File: src/design/b64c_pkg.sv
// Base64 codec package: channel payload types, group transfer type,
// status codes and the alphabet mapping functions.
// No dependencies.
`timescale 1ns / 1ps
`default_nettype none

package b64c_pkg;

   // Status codes carried on every result
   localparam logic [1:0] STATUS_OK       = 2'd0;
   localparam logic [1:0] STATUS_BAD_CHAR = 2'd1;
   localparam logic [1:0] STATUS_BAD_LEN  = 2'd2;

   // Direction register values
   localparam logic DIR_ENCODE = 1'b0;
   localparam logic DIR_DECODE = 1'b1;

   localparam logic [7:0] PAD_CHAR = 8'h3D;  // '='

   typedef struct packed {
      logic [7:0] in_byte;
      logic       end_of_message;
   } req_type;

   typedef struct packed {
      logic [7:0] out_byte;
      logic       last_out;
      logic [1:0] status;
   } rsp_type;

   // One finished group: up to four results, item 0 goes out first
   typedef struct packed {
      logic [3:0][7:0] items;
      logic [2:0]      count;
      logic            last;
      logic [1:0]      status;
   } group_type;

   // Sextet to alphabet character
   function automatic logic [7:0] enc_char(input logic [5:0] v);
      logic [7:0] w;
      w = {2'b00, v};
      if (v < 6'd26)      enc_char = 8'h41 + w;
      else if (v < 6'd52) enc_char = 8'h61 + (w - 8'd26);
      else if (v < 6'd62) enc_char = 8'h30 + (w - 8'd52);
      else if (v == 6'd62) enc_char = 8'h2B;
      else                 enc_char = 8'h2F;
   endfunction

   // Character to {valid, sextet}; valid low outside the alphabet
   function automatic logic [6:0] dec_char(input logic [7:0] c);
      logic [7:0] d;
      d = 8'h00;
      if (c >= 8'h41 && c <= 8'h5A) begin
         d = c - 8'h41;
         dec_char = {1'b1, d[5:0]};
      end else if (c >= 8'h61 && c <= 8'h7A) begin
         d = c - 8'h61 + 8'd26;
         dec_char = {1'b1, d[5:0]};
      end else if (c >= 8'h30 && c <= 8'h39) begin
         d = c - 8'h30 + 8'd52;
         dec_char = {1'b1, d[5:0]};
      end else if (c == 8'h2B) begin
         dec_char = {1'b1, 6'd62};
      end else if (c == 8'h2F) begin
         dec_char = {1'b1, 6'd63};
      end else begin
         dec_char = {1'b0, d[5:0]};
      end
   endfunction

endpackage

`default_nettype wire

File: src/design/b64c_group.sv
// Group collector: direction register, accumulator state and the
// per-group encode/decode logic that builds a group for the emitter.
// Depends on b64c_pkg.
`timescale 1ns / 1ps
`default_nettype none

module b64c_group (
   input  wire logic               clock,
   input  wire logic               reset,
   input  wire logic               cfg_wr,
   input  wire logic               cfg_dir,
   input  wire logic               in_valid,
   input  wire b64c_pkg::req_type  in_data,
   output logic                    in_ready,
   input  wire logic               emit_free,
   output logic                    grp_valid,
   output b64c_pkg::group_type     grp
);
   import b64c_pkg::*;

   logic        dir_ff, dir_in;
   logic [23:0] acc_ff, acc_in;
   logic [1:0]  cnt_ff, cnt_in;
   logic [1:0]  pad_ff, pad_in;
   logic        bad_ff, bad_in;

   logic        accept;
   logic        will_emit;
   logic [7:0]  b;
   logic        eom;
   logic [23:0] enc_acc, dec_acc;
   logic [1:0]  enc_cnt;
   logic [2:0]  enc_n;
   logic [6:0]  dec_lu;
   logic        is_pad;
   logic [5:0]  sext;
   logic        bad_now;
   logic [1:0]  pad_now;
   logic [2:0]  nbytes;

   assign b   = in_data.in_byte;
   assign eom = in_data.end_of_message;

   // An item that finishes a group needs the emitter free
   assign will_emit = eom || (dir_ff == DIR_ENCODE ? cnt_ff == 2'd2 : cnt_ff == 2'd3);
   assign in_ready  = will_emit ? emit_free : 1'b1;
   assign accept    = in_valid && in_ready;

   // Encode path: merge the byte and decide the character count
   always_comb begin
      unique case (cnt_ff)
         2'd0:    enc_acc = acc_ff | {b, 16'h0000};
         2'd1:    enc_acc = acc_ff | {8'h00, b, 8'h00};
         default: enc_acc = acc_ff | {16'h0000, b};
      endcase
      enc_cnt = cnt_ff + 2'd1;
      enc_n   = (enc_cnt == 2'd0) ? 3'd3 : {1'b0, enc_cnt};
   end

   // Decode path: map the character, track pads and invalid characters
   always_comb begin
      dec_lu  = dec_char(b);
      is_pad  = (b == PAD_CHAR);
      sext    = is_pad ? 6'd0 : dec_lu[5:0];
      bad_now = bad_ff | (!is_pad && !dec_lu[6]);
      pad_now = pad_ff | {is_pad && cnt_ff == 2'd2, is_pad && cnt_ff == 2'd3};
      unique case (cnt_ff)
         2'd0:    dec_acc = acc_ff | {sext, 18'h0};
         2'd1:    dec_acc = acc_ff | {6'h0, sext, 12'h0};
         2'd2:    dec_acc = acc_ff | {12'h0, sext, 6'h0};
         default: dec_acc = acc_ff | {18'h0, sext};
      endcase
      nbytes = 3'd3;
      if (eom) nbytes = 3'd3 - {2'b00, pad_now[1]} - {2'b00, pad_now[0]};
   end

   // Next state and group build
   always_comb begin
      dir_in    = dir_ff;
      acc_in    = acc_ff;
      cnt_in    = cnt_ff;
      pad_in    = pad_ff;
      bad_in    = bad_ff;
      grp_valid = 1'b0;
      grp       = '0;
      if (cfg_wr) begin
         dir_in = cfg_dir;
         acc_in = '0;
         cnt_in = '0;
         pad_in = '0;
         bad_in = 1'b0;
      end else if (accept) begin
         if (dir_ff == DIR_ENCODE) begin
            if (will_emit) begin
               grp_valid   = 1'b1;
               grp.items[0] = enc_char(enc_acc[23:18]);
               grp.items[1] = enc_char(enc_acc[17:12]);
               grp.items[2] = (enc_n >= 3'd2) ? enc_char(enc_acc[11:6]) : PAD_CHAR;
               grp.items[3] = (enc_n >= 3'd3) ? enc_char(enc_acc[5:0]) : PAD_CHAR;
               grp.count    = 3'd4;
               grp.last     = eom;
               grp.status   = STATUS_OK;
               acc_in = '0;
               cnt_in = '0;
               pad_in = '0;
               bad_in = 1'b0;
            end else begin
               acc_in = enc_acc;
               cnt_in = enc_cnt;
            end
         end else begin
            if (cnt_ff != 2'd3 && !eom) begin
               acc_in = dec_acc;
               cnt_in = cnt_ff + 2'd1;
               pad_in = pad_now;
               bad_in = bad_now;
            end else begin
               grp_valid = 1'b1;
               grp.last  = eom;
               if (cnt_ff != 2'd3) begin
                  // short final quartet: one length error result
                  grp.count  = 3'd1;
                  grp.status = STATUS_BAD_LEN;
               end else begin
                  grp.items[0] = dec_acc[23:16];
                  grp.items[1] = dec_acc[15:8];
                  grp.items[2] = dec_acc[7:0];
                  grp.count    = nbytes;
                  grp.status   = bad_now ? STATUS_BAD_CHAR : STATUS_OK;
               end
               acc_in = '0;
               cnt_in = '0;
               pad_in = '0;
               bad_in = 1'b0;
            end
         end
      end
   end

   always_ff @(posedge clock) begin
      if (reset) begin
         dir_ff <= DIR_ENCODE;
         acc_ff <= '0;
         cnt_ff <= '0;
         pad_ff <= '0;
         bad_ff <= 1'b0;
      end else begin
         dir_ff <= dir_in;
         acc_ff <= acc_in;
         cnt_ff <= cnt_in;
         pad_ff <= pad_in;
         bad_ff <= bad_in;
      end
   end

endmodule

`default_nettype wire

File: src/design/b64c_emit.sv
// Result emitter: holds one finished group and sends its results one
// transfer per cycle on the result channel while rsp_ready is high.
// Depends on b64c_pkg.
`timescale 1ns / 1ps
`default_nettype none

module b64c_emit (
   input  wire logic                 clock,
   input  wire logic                 reset,
   input  wire logic                 grp_valid,
   input  wire b64c_pkg::group_type  grp,
   output logic                      emit_free,
   output logic                      rsp_valid,
   input  wire logic                 rsp_ready,
   output b64c_pkg::rsp_type         rsp_data
);
   import b64c_pkg::*;

   group_type  buf_ff, buf_in;
   logic [2:0] left_ff, left_in;
   logic [1:0] idx_ff, idx_in;

   assign rsp_valid = (left_ff != 3'd0);
   assign emit_free = (left_ff == 3'd0) || (left_ff == 3'd1 && rsp_ready);

   // Current result
   always_comb begin
      rsp_data.out_byte = buf_ff.items[idx_ff];
      rsp_data.last_out = buf_ff.last && left_ff == 3'd1;
      rsp_data.status   = buf_ff.status;
   end

   // Load a new group or step to the next result
   always_comb begin
      buf_in  = buf_ff;
      left_in = left_ff;
      idx_in  = idx_ff;
      if (grp_valid) begin
         buf_in  = grp;
         left_in = grp.count;
         idx_in  = 2'd0;
      end else if (rsp_valid && rsp_ready) begin
         left_in = left_ff - 3'd1;
         idx_in  = idx_ff + 2'd1;
      end
   end

   always_ff @(posedge clock) begin
      if (reset) begin
         left_ff <= '0;
         idx_ff  <= '0;
      end else begin
         left_ff <= left_in;
         idx_ff  <= idx_in;
      end
   end

   always_ff @(posedge clock) begin
      buf_ff <= buf_in;
   end

endmodule

`default_nettype wire

File: src/design/base64_codec_core.sv
// Base64 codec top level: group collector feeding the result emitter.
// Depends on b64c_pkg, b64c_group and b64c_emit.
//
// Usage:
//   csr_*  : one-bit direction register (0 encode, 1 decode); any write
//            also drops a partially collected group. Always ready.
//   req_*  : input items (byte or character plus end-of-message flag).
//   rsp_*  : results (character or byte, last flag, status).
// Latency: a result appears the cycle after the input transfer that
//   completes its group; the emitter then sends one result per cycle
//   while rsp_ready is high. Throughput: in encoding set by the
//   emitter's single output port, in decoding by the input. Items
//   that do not finish a group are taken even while results drain; an
//   item that finishes a group waits until the emitter's last result
//   is transferred (it may be taken in that same cycle).
// Reset: direction returns to encode, group state and emitter clear.
// Stall: when rsp_ready is low the current result holds and input
//   stops at the next group-finishing item.
`timescale 1ns / 1ps
`default_nettype none

module base64_codec_core (
   input  wire logic               clock,
   input  wire logic               reset,
   input  wire logic               csr_valid,
   output logic                    csr_ready,
   input  wire logic               csr_data,
   input  wire logic               req_valid,
   output logic                    req_ready,
   input  wire b64c_pkg::req_type  req_data,
   output logic                    rsp_valid,
   input  wire logic               rsp_ready,
   output b64c_pkg::rsp_type       rsp_data
);
   import b64c_pkg::*;

   logic      emit_free;
   logic      grp_valid;
   group_type grp;
   logic      cfg_wr;

   assign csr_ready = 1'b1;
   assign cfg_wr    = csr_valid && csr_ready;

   b64c_group u_group (
      .clock     (clock),
      .reset     (reset),
      .cfg_wr    (cfg_wr),
      .cfg_dir   (csr_data),
      .in_valid  (req_valid),
      .in_data   (req_data),
      .in_ready  (req_ready),
      .emit_free (emit_free),
      .grp_valid (grp_valid),
      .grp       (grp)
   );

   b64c_emit u_emit (
      .clock     (clock),
      .reset     (reset),
      .grp_valid (grp_valid),
      .grp       (grp),
      .emit_free (emit_free),
      .rsp_valid (rsp_valid),
      .rsp_ready (rsp_ready),
      .rsp_data  (rsp_data)
   );

endmodule

`default_nettype wire
File: config.mk
export PLATFORM = sky130hd
export DESIGN_NAME = base64_codec_core
export DESIGN_NICKNAME = d
export VERILOG_FILES = /design/src/design/b64c_pkg.sv /design/src/design/b64c_group.sv /design/src/design/b64c_emit.sv /design/src/design/base64_codec_core.sv
export SDC_FILE = /design/constraint.sdc
export NUM_CORES = 1
export LEC_CHECK = 0
export BUFFER_PORTS_ARGS = -buffer_cell sky130_fd_sc_hd__buf_2
export CAP_MARGIN = 10
export CORE_MARGIN = 2
export CORE_UTILIZATION = 46
export DETAILED_ROUTE_END_ITERATION = 10
export PLACE_DENSITY = 0.66
export SKIP_CTS_REPAIR_TIMING = 1
export SLEW_MARGIN = 20
export SYNTH_ARGS = -nofsm -noshare
export SYNTH_HDL_FRONTEND = slang
export SYNTH_SLANG_ARGS = --single-unit
File: constraint.sdc
create_clock -name clock -period 4 [get_ports clock]
set_clock_uncertainty 0.05 [all_clocks]
set_input_delay 0 -clock clock [delete_from_list [all_inputs] [get_ports clock]]
set_output_delay 0 -clock clock [all_outputs]
set_load 0.005 [all_outputs]
==> impl_metrics.tcl, run 1 <==
set metrics [dict create \
    worst-path-max-fanout 12 \
    p_switching_mw 0.837 \
    crit_buf_inv 2 \
    hold_slack_ns -0.0116 \
    multi_input_area_sq_um 4220 \
    routedWlPerCell_microns 20.5 \
    maxCapViolCount 0 \
    avgViaCountPerCell 6.41 \
    fin_cells 956 \
    critPathSlowestCell "or3_1" \
    drc 0 \
    num-fill-cells 1284 \
    area.growth.synth_to_final_pct 9.03 \
    cts_buffers 9 \
    tritoncts "yes" \
    seqPwrFrac_pct 36.5 \
    rrSetupSlack_ns 0.69 \
    grt-ovfl-total 0 \
    final.min_clock_period_ns 3.31 \
    die_w_microns 121 \
    yosysWarnings 0 \
    rows 42 \
    leakage_nw 2.64 \
    tns_ns 0 \
    avgSynthCellArea_sq_um 8.25 \
    drt_iter0_drc 778 \
    place_inst 935 \
    cts_root_buffer "clkbuf_16" \
    insertion_delay_ns 0.34 \
    end_kind "register" \
    ir_drop_mv 0.204 \
    worstPathRequired_ns 4.03 \
    synth_nets 840 \
    crit_chain "inv_1, ha_1, nor2_2, a22o_1, inv_1, ha_1, or3_1, nand2_1, o21ai_0, a32oi_1, o31ai_1" \
    fmax_ghz 0.302 \
    num-nets-final 846 \
    p_per_area_nw_per_um2 355 \
    diodes 0 \
    hold_violations 1 \
    io_buffers 27 \
    totalWireLength_microns 19600 \
    drv_slew 0 \
    min_period_over_period_pct 82.7 \
    worst-setup-path-type "register to register" \
    synth.yosys.seq_area_share_pct 27.6 \
    p_comb_share_pct 31.6 \
    synth_cell_types 77 \
    status "complete, but fails checks" \
    p_clk_share_pct 31.9 \
    finalSetupViolations 0 \
    cpPeakStageDelay_ns 0.43 \
    violations "hold timing" \
    synth_async_sr_flop_share_pct 0 \
    start_util_pct 47.5 \
    grt_pass1_wl_microns 30700 \
    layout-drive-gt1-share_pct 10.3 \
    die_area_sq_um 14800 \
    ioPinCount 29 \
    switching_share_pct 34.0 \
    cp-start-kind "register" \
    internal-power_mw 1.62 \
    rsz0062_at_grt "false" \
    synth_cells 769 \
    h-tree-depth 3 \
    antenna_found_initial 0 \
    syn_area_sq_um 6350 \
    vias 6127 \
    clockBufferDepth 2 \
    hpwl_microns 14500 \
    gp_congestion 0.956 \
    arrival_ns 3.33 \
    slew-limit-headroom_pct 32.1 \
    final_antenna_net_count 0 \
    ff_latch_area_sq_um 1750 \
    cts.sinks 70 \
    grt_pass1_vias 5620 \
    synth_edf_count 35 \
    cp_top_family "simple AND/OR/NAND/NOR gates" \
    tightest_slew_ns 1.02 \
    die_y_microns 121 \
    core_area_sq_um 13300 \
    clk_pin_slew_ns 0.06 \
    synth-seq-cells 70 \
    track_usage_pct 27.3 \
    grt_max_degree 41 \
    synth_ff_type "edfxtp_1" \
    hp-class "input port to register" \
    first_pass_iters 6 \
]
==> per-layer routing <==
layer	track usage (%)	vias to the layer above	share of wire [%]
li1	-	2847	-
met1	37.5	2922	42
met2	45.0	329	47
met3	5.26	29	10
met4	5.03	0	1.4
met5	0	-	0
==> tightest hold or removal path, delay by kind of cell <==
family	cells	cell delay, ns
buf+inv	1	0.16
simple gates	1	0.10
compound gates	1	0.06
==> Yosys cell counts, drive strengths merged (8+ instances only) <==
cell type	instances	share of area (%)
dfxtp	35	11
xor2	10	1.4
a22o	8	1.1
mux2i	10	1.6
and3	8	0.79
ha	56	11
o21ai	63	5.0
nand2	55	3.3
o31ai	9	1.1
a21oi	67	5.3
edfxtp	35	17
nor3	34	2.7
buf	17	1.5
nand3	13	1.0
clkbuf	35	2.1
a31oi	10	1.2
and2	12	1.2
nor2	60	3.6
nand4	10	0.99
a21o	19	2.2
xnor2	35	4.8
mux4	8	2.8
a22oi	14	1.7
a211oi	10	1.2
nand2b	10	0.99
inv	38	2.2
==> registers in the layout, summed over array words and instances (netlist names) <==
name and flops:
u_group.pad_ff 2, u_emit.rsp_data 2, u_group.dir_ff 1, u_group.acc_ff 24, u_emit.buf_ff 33, u_emit.left_ff 3
u_group.bad_ff 1, u_group.cnt_ff 2, u_emit.idx_ff 2
==> power groups by stage <==
stage          Combinational, mW  Clock [mW]  Sequential (mW)
2_1_floorplan              0.575           0            0.864
3_3_place_gp               0.744           0            0.910
3_5_place_dp               0.756           0            0.914
4_1_cts                    0.762       0.794            0.899
5_1_grt                    0.855       0.824            0.909
6_report                   0.777       0.785            0.896
==> layout make-up <==
class / count / area share, %
multi-input cells: 609 / 61.0
flip-flops and latches: 70 / 25.3
repair buffers: 47 / 4.30
clock buffers: 11 / 3.36
well taps: 176 / 3.18
inverters: 38 / 2.06
clock inverters: 5 / 0.723
==> path summary, 6_finish.rpt <==
| path | start | to | cells past startpoint |
|---|---|---|---|
| max reg2reg | u_group.cnt_ff[0] | u_emit.buf_ff[28] | 11 |
| max | u_group.cnt_ff[0] | u_emit.buf_ff[28] | 11 |
| min reg2reg | u_group.pad_ff[1] | u_group.pad_ff[1] | 2 |
| min | req_valid | u_group.cnt_ff[0] | 3 |
==> cells by family (layout without fill, tap and decap cells) <==
group	after synthesis	in the layout	share of synthesized area (%)
buf+inv	90	101	5.84
compound gates	252	252	25.9
simple gates	236	236	18.6
other cells	1	1	0.0591
xor+xnor	46	46	6.59
fa+ha+maj	56	56	11.0
flops	70	70	27.6
mux	18	18	4.42
==> metrics by stage <==
| stage | utilization [%] | power, mW | hold slack, ns | cell area [sq um] | worst slack (ns) |
|---|---|---|---|---|---|
| floorplan | - | 1.44 | 0.0972 | 6350 | 0.832 |
| global placement | 49.3 | 1.65 | 0.198 | 6590 | 0.862 |
| detailed placement | 49.3 | 1.67 | 0.214 | 6590 | 0.760 |
| CTS | 51.5 | 2.46 | -0.144 | 6870 | 0.753 |
| global route | 51.8 | 2.59 | 0.0103 | 6920 | 0.417 |
| finish | 51.8 | 2.46 | -0.0116 | 6920 | 0.693 |
==> cell usage in the layout, fill, tap and decap left out, drive strengths merged, types with 12 or more instances in the layout <==
cell type	instances
a21oi	67
o21ai	63
nor2	60
ha	56
nand2	55
buf	42
inv	38
xnor2	35
edfxtp	35
dfxtp	35
nor3	34
a21o	19
a22oi	14
nand3	13
and2	12
No activity file was read; power rests on OpenSTA's default activity.
==> run 2, diff against run 1 <==
==> constraint.sdc (replaced) <==
create_clock -name clock -period 3.1 [get_ports clock]
set_clock_uncertainty 0.05 [all_clocks]
set_input_delay 0 -clock clock [delete_from_list [all_inputs] [get_ports clock]]
set_output_delay 0 -clock clock [all_outputs]
set_load 0.005 [all_outputs]
==> impl_metrics.tcl, run 2 (same netlist as run 1, synthesis figures left out) <==
set metrics [dict create \
    status "complete, no violations" \
    diodes 0 \
    largest_reg_flops 33 \
    hp-start "req_data[0]" \
    antenna_found_initial 1 \
    reg.largest.list "u_emit.buf_ff x33, u_group.acc_ff x24, u_emit.left_ff x3" \
    gp_congestion 1.01 \
    critPathSlowestCell "or3b_2" \
    ff_latch_area_sq_um 1750 \
    reg2reg_from "u_group.cnt_ff[0]" \
    cts_buffers 9 \
    most-common-layout-cells "66 x a21oi_1, 59 x nor2_1, 56 x o21ai_0, 55 x buf_4, 54 x nand2_1" \
    setup_slack_ns 0.129 \
    core_area_sq_um 13300 \
    final_antenna_net_count 0 \
    post-route-util_pct 54.4 \
    place_ws_ns 0.0351 \
    start_util_pct 47.5 \
    first_pass_iters 6 \
    area.growth.synth_to_final_pct 14.5 \
    hpwl_microns 15000 \
    num-nets-final 887 \
    io_buffers 27 \
    drc 0 \
    grt_max_degree 41 \
    die_y_microns 121 \
    place_inst 975 \
    maxCapViolCount 0 \
    tightest_slew_ns 0.754 \
    insertion_delay_ns 0.35 \
    tritoncts "yes" \
    crit_chain "inv_2, ha_4, a21o_1, ha_1, or3b_2, mux2i_2, xnor2_1, nor2_1, a211oi_1, o21ai_0" \
    num-fill-cells 1253 \
    die_area_sq_um 14800 \
    routedWlPerCell_microns 20.0 \
    leakage_nw 2.84 \
    multi_input_area_sq_um 4270 \
    ir_drop_mv 0.292 \
    finalSetupViolations 0 \
    hp-class "input port to register" \
    vias 6220 \
    avgViaCountPerCell 6.24 \
    tns_ns 0 \
    grt_pass1_vias 5774 \
    cts.sinks 70 \
    end_kind "register" \
    grt_pass1_wl_microns 31600 \
    cpPeakStageDelay_ns 0.47 \
    layout-drive-gt1-share_pct 16.1 \
    worst-r2r-cell-count 10 \
    drv_slew 0 \
    arrival_ns 2.99 \
    p_per_area_nw_per_um2 438 \
    clockBufferDepth 2 \
    cp_top_family "adder cells" \
    rows 42 \
    hold_violations 0 \
    grt-ovfl-total 0 \
    h-tree-depth 3 \
    mostFrequentLayoutCell "a21oi_1" \
    slew-limit-headroom_pct 49.6 \
    worst-path-max-fanout 11 \
    crit_buf_inv 1 \
    worst-setup-path-type "register to register" \
    min_period_over_period_pct 95.9 \
    whs_path_depth 3 \
    track_usage_pct 27.8 \
    worstPathRequired_ns 3.12 \
    r2r-end "u_emit.buf_ff[10]" \
    min_to "u_emit.left_ff[0]" \
    fmax_ghz 0.337 \
    final.min_clock_period_ns 2.97 \
    regMostFlops "u_emit.buf_ff" \
    cts_root_buffer "clkbuf_16" \
    cp-start-kind "register" \
    ioPinCount 29 \
    rrSetupSlack_ns 0.13 \
    clk_pin_slew_ns 0.06 \
    fin_cells 997 \
    drt_iter0_drc 624 \
    die_w_microns 121 \
    totalWireLength_microns 20000 \
]
run 2: layer usage:
layer  wire, microns  vias up  track usage [%]
met1            8770     2931             39.5
met3            1580       44             3.34
met5              16        -                0
li1                -     2928                -
met2            9160      315             43.9
met4             450        2             9.12
run 2: worst max-delay path by stage:
stage | cells past startpoint | endpoint | slack (ns) | from
floorplan | 14 | u_emit.buf_ff[10] | 0.03 | u_group.cnt_ff[0]
global placement | 10 | u_emit.buf_ff[10] | 0.11 | u_group.cnt_ff[1]
detailed placement | 10 | u_emit.buf_ff[10] | 0.04 | u_group.cnt_ff[1]
CTS | 10 | u_emit.buf_ff[10] | 0.02 | u_group.cnt_ff[1]
global route | 10 | u_emit.buf_ff[10] | -0.009 | u_group.cnt_ff[0]
finish | 10 | u_emit.buf_ff[10] | 0.13 | u_group.cnt_ff[0]
run 2: final cells by class:
type / count / share of cell area, %
Multi-Input combinational cell: 609 / 58.7
Sequential cell: 70 / 24.1
Timing Repair Buffer: 88 / 8.37
Clock buffer: 10 / 3.29
Tap cell: 176 / 3.03
Inverter: 38 / 1.96
Clock inverter: 6 / 0.517
run 2: where the power goes:
part	internal, mW	leakage, nW	switching [mW]
Clock	0.559	0.132	0.421
Sequential	1.07	0.613	0.0858
Combinational	0.440	2.09	0.605
run 2: worst reg2reg max path, delay by kind of cell, from the launching register on:
kind | cells | cell delay (ns)
flip-flops | 1 | 0.41
adder cells (fa/ha/maj) | 2 | 0.62
buffers and inverters | 1 | 0.10
AND/OR/NAND/NOR | 2 | 0.55
multiplexers | 1 | 0.17
XOR/XNOR | 1 | 0.19
AO/OA/AOI/OAI | 3 | 0.61
run 2: per-stage QoR:
| step | area (sq um) | power, mW | hold slack (ns) |
|---|---|---|---|
| 3_3_place_gp | 6890 | 2.17 | 0.198 |
| 3_5_place_dp | 6890 | 2.19 | 0.214 |
| 5_1_grt | 7270 | 3.34 | 0.0986 |
| 6_report | 7270 | 3.18 | 0.0449 |
| 4_1_cts | 7160 | 3.17 | -0.145 |
| 2_1_floorplan | 6350 | 1.86 | 0.0972 |
==> run 3, diff against run 2 <==
==> constraint.sdc (replaced) <==
create_clock -name clock -period 3.1 [get_ports clock]
set_clock_uncertainty 0.05 [all_clocks]
set_input_delay 0 -clock clock [delete_from_list [all_inputs] [get_ports clock]]
set_output_delay 0 -clock clock [all_outputs]
set_load 0.1 [all_outputs]
==> impl_metrics.tcl, run 3 (same netlist as run 1, synthesis figures left out) <==
set metrics [dict create \
    grt_pass1_vias 5883 \
    worst-path-max-fanout 10 \
    crit_chain "inv_1, ha_2, a21o_2, ha_1, or3b_2, mux2i_2, xnor2_1, nor2_1, a211oi_1, o21ai_0" \
    fmax_ghz 0.333 \
    track_usage_pct 28.1 \
    drc 0 \
    worst-setup-path-type "register to register" \
    insertion_delay_ns 0.34 \
    critPathSlowestCell "or3b_2" \
    first_pass_iters 5 \
    area.growth.synth_to_final_pct 15.5 \
    hp-class "input port to register" \
    grt_pass1_wl_microns 31700 \
    maxCapViolCount 0 \
    final_area_sq_um 7330 \
    tritoncts "yes" \
    rsz0062_at_grt "true" \
    rrSetupSlack_ns 0.10 \
    core_area_sq_um 13300 \
    final.min_clock_period_ns 3.00 \
    hpwl_microns 15300 \
    diodes 0 \
    cts_root_buffer "clkbuf_16" \
    totalWireLength_microns 20300 \
    slew-limit-headroom_pct 51.9 \
    num-fill-cells 1262 \
    regMostFlops "u_emit.buf_ff" \
    grt_busiest_layer "met2" \
    fin_cells 999 \
    worstPathRequired_ns 3.14 \
    status "complete, no violations" \
    p_per_area_nw_per_um2 507 \
    largest_reg_flops 33 \
    ir_drop_mv 0.312 \
    cpPeakStageDelay_ns 0.47 \
    die_area_sq_um 14800 \
    avgViaCountPerCell 6.30 \
    place_inst 977 \
    die_w_microns 121 \
    final_antenna_net_count 0 \
    clk_pin_slew_ns 0.06 \
    finalSetupViolations 0 \
    end_kind "register" \
    drt_iter0_drc 783 \
    leakage_nw 2.85 \
    ioPinCount 29 \
    grt_util_met2_pct 45.4 \
    arrival_ns 3.04 \
    antenna_found_initial 0 \
    die_y_microns 121 \
    r2r-end "u_emit.buf_ff[10]" \
    worst-r2r-cell-count 10 \
    start_util_pct 47.5 \
    grt-ovfl-total 0 \
    cp-start-kind "register" \
    mostFrequentLayoutCell "a21oi_1" \
    vias 6296 \
    tightest_slew_ns 0.710 \
    min_to "u_emit.left_ff[0]" \
    reg2reg_from "u_group.cnt_ff[1]" \
    most-common-layout-cells "64 x a21oi_1, 58 x nor2_1, 57 x buf_4, 56 x o21ai_0, 54 x nand2_1" \
    placed_area_sq_um 6910 \
    whs_path_depth 3 \
    grtUsageMet1_pct 38.3 \
    ff_latch_area_sq_um 1750 \
    reg.largest.list "u_emit.buf_ff x33, u_group.acc_ff x24, u_emit.left_ff x3" \
    num-nets-final 889 \
    hold_violations 0 \
    min_period_over_period_pct 96.7 \
    io_buffers 27 \
    layout-drive-gt1-share_pct 17.3 \
    gp_congestion 0.963 \
    grt_max_degree 41 \
    tns_ns 0 \
    drv_slew 0 \
    cts.sinks 70 \
    multi_input_area_sq_um 4300 \
    gr-usage-met3_pct 4.61 \
    clockBufferDepth 2 \
    routedWlPerCell_microns 20.3 \
    hp-start "req_data[0]" \
    h-tree-depth 3 \
    rows 42 \
    cts_buffers 9 \
]
run 3: through the flow:
| step | worst slack (ns) | util (%) | power (mW) | hold slack (ns) |
|---|---|---|---|---|
| 5_1_grt | -0.0211 | 54.9 | 3.88 | 0.0844 |
| 2_1_floorplan | 0.0329 | - | 2.35 | 0.0972 |
| 3_5_place_dp | 0.00892 | 51.8 | 2.69 | 0.210 |
| 3_3_place_gp | 0.0609 | 51.8 | 2.66 | 0.197 |
| 6_report | 0.101 | 54.9 | 3.71 | 0.0540 |
| 4_1_cts | 0.00399 | 53.9 | 3.71 | -0.151 |
run 3: area by class of cell:
cell class / count / share of cell area [%]
inverter: 38 / 2.00
clock buffer: 9 / 3.07
tap: 176 / 3.00
multi-input combinational: 609 / 58.6
timing repair buffer: 90 / 8.50
sequential: 70 / 23.9
clock inverter: 7 / 0.888
run 3: report_power, final:
part,switching [mW],leakage [nW],internal (mW)
registers,0.0885,0.613,1.07
logic,1.09,2.10,0.441
clock network,0.400,0.143,0.616
total,1.58,2.85,2.13
run 3: worst max-delay path: cells and delay by family, from the launching register on:
| kind | cells | cell delay, ns |
|---|---|---|
| mux | 1 | 0.19 |
| xor+xnor | 1 | 0.19 |
| fa+ha+maj | 2 | 0.62 |
| simple gates | 2 | 0.55 |
| compound gates | 3 | 0.59 |
| buf+inv | 1 | 0.14 |
| flops | 1 | 0.40 |
run 3: worst max path at each step:
stage	startpoint	end	slack, ns	depth (start not counted)
2_1_floorplan	u_group.cnt_ff[0]	u_emit.buf_ff[10]	0.03	14
3_3_place_gp	u_group.cnt_ff[0]	u_emit.buf_ff[10]	0.06	10
3_5_place_dp	u_group.cnt_ff[1]	u_emit.buf_ff[18]	0.009	11
4_1_cts	u_group.cnt_ff[1]	u_emit.buf_ff[18]	0.004	11
5_1_grt	u_group.cnt_ff[1]	u_emit.buf_ff[10]	-0.02	10
6_report	u_group.cnt_ff[1]	u_emit.buf_ff[10]	0.10	10
run 3: per-layer routing:
metal | vias up | share of wire [%] | wire length (microns)
li1 | 2934 | - | -
met1 | 3008 | 43 | 8650
met2 | 310 | 46 | 9410
met3 | 44 | 8.5 | 1720
met4 | 0 | 2.5 | 498
met5 | - | 0 | 0
